$ cat config.mk
export PLATFORM = sky130hd
export DESIGN_NAME = sxb_queue
export DESIGN_NICKNAME = d
export VERILOG_FILES = /design/src/hdl/sxb_pkg.sv /design/src/hdl/sxb_queue.sv
export SDC_FILE = /design/constraint.sdc
export NUM_CORES = 1
export LEC_CHECK = 0
export BUFFER_PORTS_ARGS = -buffer_cell sky130_fd_sc_hd__buf_2
export CORE_UTILIZATION = 60
export CTS_BUF_LIST = sky130_fd_sc_hd__clkbuf_4 sky130_fd_sc_hd__clkbuf_8 sky130_fd_sc_hd__clkbuf_16
export DETAILED_ROUTE_END_ITERATION = 8
export GPL_ROUTABILITY_DRIVEN = 0
export PLACE_DENSITY_LB_ADDON = 0.15
export RECOVER_POWER = 25
export SKIP_CTS_REPAIR_TIMING = 1
export SYNTH_ARGS = -nofsm -noshare
export SYNTH_HDL_FRONTEND = slang
export SYNTH_SLANG_ARGS = --single-unit
$ cat constraint.sdc
create_clock -name clk -period 6.1 [get_ports clk]
set_input_delay 0 -clock clk [delete_from_list [all_inputs] [get_ports clk]]
set_output_delay 0 -clock clk [all_outputs]
set_load 0.1 [all_outputs]
$ cat src/hdl/sxb_pkg.sv
// Shared types and constants for the sparse-vector permute/xor bind unit.
// Used by every module under hdl/.
package sxb_pkg;

  localparam int VEC_BITS  = 2048;
  localparam int BLK_W     = 64;
  localparam int NBLK      = VEC_BITS / BLK_W;
  localparam int IDX_W     = 11;
  localparam int BIDX_W    = 5;
  localparam int BIT_W     = $clog2(BLK_W);
  localparam int CNT_W     = IDX_W + 1;
  localparam int QDEPTH    = 4;
  localparam int QPTR_W    = $clog2(QDEPTH);

  localparam logic [1:0] REQ_TBL = 2'd0;
  localparam logic [1:0] REQ_OPA = 2'd1;
  localparam logic [1:0] REQ_OPB = 2'd2;
  localparam logic [1:0] REQ_CMP = 2'd3;

  localparam logic [1:0] MODE_BIND = 2'd0;
  localparam logic [1:0] MODE_UNB1 = 2'd1;
  localparam logic [1:0] MODE_UNB2 = 2'd2;
  localparam logic [1:0] MODE_BAD  = 2'd3;

  localparam logic [1:0] TBL_S    = 2'd0;
  localparam logic [1:0] TBL_SINV = 2'd1;
  localparam logic [1:0] TBL_P    = 2'd2;
  localparam logic [1:0] TBL_PINV = 2'd3;

  typedef struct packed {
    logic [1:0]        kind;
    logic [1:0]        sel;
    logic [IDX_W-1:0]  idx;
    logic [IDX_W-1:0]  val;
    logic [BIDX_W-1:0] bidx;
    logic [BLK_W-1:0]  data;
    logic [1:0]        mode;
  } req_t;

  typedef struct packed {
    logic valid;
    req_t req;
  } qhead_t;

endpackage

$ cat src/hdl/sxb_queue.sv
// Short request queue between front and back end.
// Depends on sxb_pkg.
module sxb_queue import sxb_pkg::*; (
  input  logic   clk,
  input  logic   rst_n,
  input  logic   push,
  input  req_t   push_data,
  output logic   full,
  input  logic   pop,
  output qhead_t head
);

  req_t                mem_r [QDEPTH];
  logic [QPTR_W-1:0]   wp_r, rp_r;
  logic [QPTR_W:0]     cnt_r, cnt_nxt;

  assign full       = (cnt_r == (QPTR_W+1)'(QDEPTH));
  assign head.valid = (cnt_r != '0);
  assign head.req   = mem_r[rp_r];

  always_comb begin
    cnt_nxt = cnt_r;
    if (push && !pop) cnt_nxt = cnt_r + 1'b1;
    else if (!push && pop) cnt_nxt = cnt_r - 1'b1;
  end

  always_ff @(posedge clk) begin
    if (!rst_n) begin
      wp_r  <= '0;
      rp_r  <= '0;
      cnt_r <= '0;
    end else begin
      if (push) wp_r <= wp_r + 1'b1;
      if (pop) rp_r <= rp_r + 1'b1;
      cnt_r <= cnt_nxt;
    end
  end

  always_ff @(posedge clk) begin
    if (push) mem_r[wp_r] <= push_data;
  end

endmodule

==> qor.yml <==
syn_area_per_cell_um2: 26.2
hp-class: "in -> reg"
num-fill-cells: 1369
drc_errors: 0
worstMarginPinSlew_ns: 1.15
clock_latency_ns: 0.51
die_w_um: 157
synthTopCellsByArea: "edfxtp_1 81%, mux4_2 15%, dfxtp_1 1.2%"
endpoint_kind: "output port"
rows: 56
post-route-min-period_ns: 2.95
drt-wirelength-per-cell_um: 22.0
drt_iter0_drc: 430
slowest_delay_ns: 0.73
regArea_mm2: 0.0118
antenna_found_initial: 1
rr_endpoint: "mem_r[0][57]"
hold_path_depth: 2
ios: 200
cp-start-kind: "flop"
synth_top_area_share: 0.807
path_clk_slew_ns: 0.06
drive_gt1_frac: 0.346
synthArstFlopShare: 0
hold_violations: 0
ys_seq_area_frac: 0.820
cts_made_buffers: 41
synth_fp_nets: 657
arrival_ns: 2.95
ant_nets: 0
die_h_um: 157
synth_common_cells: "388 x edfxtp_1, 97 x mux4_2, 11 x buf_2"
power_w: 0.00676
slew_violations: 0
cap_violations: 0
synth_area_mm2: 0.0144
outcome: "finished clean"
tns_ns: 0
cts_tree: "yes"
dpl.hpwl_um: 15100
ir_worst_vdd_mv: 0.330
synth_top_cell_by_area: "edfxtp_1"
rsz0062_at_grt: "false"
synth_ff_type: "edfxtp_1"
multi_input_area_mm2: 0.00245
finalCritPeriodShare: 0.483
hold_slack_ns: 0.248
clock_skew_ns: 0.0143
critical-path-top-delay-family: "buffers and inverters"
path_buf_inv: 2
grt-ovfl-total: 0
r2r.worst_path.cells: 4
leakage_nw: 6.01
relSlewSlack: 0.236
worst-r2r-setup-slack_ns: 3.70
syn_inst: 550
grt_first_pass_wirelength_um: 39400
clock-root-buffer: "clkbuf_16"
crit_path_max_fanout: 37
grtUsageTotal: 0.219
clock_sinks: 397
core_area_mm2: 0.0235
dieArea_mm2: 0.0247
crit_path_cell_trace: "buf_4, mux4_2, buf_2"
synth_cell_types: 20
area_growth_pct: 24.1
clock_path_buffers: 3
drtPass1Iterations: 5
grt_max_degree: 78
fmax_mhz: 339
cp.required_ns: 6.10
vias: 6864
viasPerCell: 5.61
grt_pass1_vias: 7003
yosys_warnings: 0
slowest_stage: "dfxtp_4"
criticalPathCategory: "reg -> out"
crit_end: "head[26]"
place.port_buffers: 199
ys_seq_elements: 397
synth_edf_count: 388
crit_cells: 3
drt-total-wl_um: 27000
yosysMostFrequentCell: "edfxtp_1"
setup_viol: 0
final_nets: 984
reg2reg_from: "wp_r[0]"
htree_levels: 2
power_density_mw_per_mm2: 377
start_util: 0.613
-- power breakdown --
| group | leakage, nW | total [W] | internal [W] | switching, W |
|---|---|---|---|---|
| Sequential | 3.64 | 0.00318 | 0.00314 | 0.0000471 |
| Combinational | 1.74 | 0.00130 | 0.000290 | 0.00101 |
| Clock | 0.626 | 0.00228 | 0.00136 | 0.000925 |
-- worst min path at each step --
| stage | startpoint | endpoint | slack (ns) |
|---|---|---|---|
| floorplan | push_data[0] | mem_r[0][0] | 0.1 |
| global placement | push_data[40] | mem_r[0][40] | 0.21 |
| detailed placement | push_data[37] | mem_r[3][37] | 0.21 |
| CTS | push_data[24] | mem_r[0][24] | -0.33 |
| global route | push_data[50] | mem_r[1][50] | 0.25 |
| finish | push_data[50] | mem_r[0][50] | 0.25 |
-- sequential cells by signal (all words and copies together) (netlist names), named ones only --
name   flops
wp_r       2
mem_r    388
rp_r       2
cnt_r      3
-- metrics by stage --
| step | utilization | worst slack, ns | cell area, um^2 | instances |
|---|---|---|---|---|
| after floorplan | - | 2.85 | 14400 | 550 |
| after global placement | 0.669 | 3.61 | 15700 | 1053 |
| after detailed placement | 0.669 | 3.59 | 15700 | 1053 |
| after CTS | 0.721 | 3.03 | 17000 | 1123 |
| after global routing | 0.761 | 2.89 | 17900 | 1224 |
| final | 0.761 | 3.15 | 17900 | 1224 |
-- per-layer routing --
metal,vias to the layer above,GRT usage,part of all wire
li1,3009,-,-
met4,0,0.0744,0.021
met2,253,0.363,0.51
met1,3558,0.290,0.40
met5,-,0,0
met3,44,0.0531,0.066
-- cell families after synthesis --
family / count (synthesis) / share of synthesized area
AOI/OAI and AO/OA: 2 / 0.000867
xor gates and xnor gates: 5 / 0.00304
adders and majority gates: 6 / 0.00572
buffers and inverters: 26 / 0.0114
DFF: 397 / 0.820
muxes: 99 / 0.153
and+or+nand+nor: 15 / 0.00642
-- worst register-to-register path: cells and delay by family, from the launching register on --
kind	cells	cell delay (ns)
buf+inv	2	0.90
simple gates	1	0.54
flops	1	0.34
fa+ha+maj	1	0.16
-- cell type report --
type                    instances  share of cell area
clock inverters                12             0.00461
flip-flops and latches        397               0.661
multi-input cells             127               0.137
inverters                       4            0.000838
well taps                     319              0.0223
repair buffers                306               0.110
clock buffers                  58              0.0644
diodes                          1            0.000140
-- layout by cell type, fill, tap and decap left out, types with 2 or more instances in the layout --
cell type and count:
xnor2_1 2, buf_2 140, clkbuf_1 59, ha_1 5, xor2_1 3, dlygate4sd3_1 100, inv_1 4, dfxtp_1 7
buf_4 7, clkinv_1 7, clkbuf_4 17, and2_4 4, mux2i_1 2, nor2b_1 2, dfxtp_4 2, mux4_2 97
clkbuf_16 41, and2_1 5, edfxtp_1 388, or3_1 2, clkinv_2 3
Note: power is estimated with default switching activity, not from simulation.
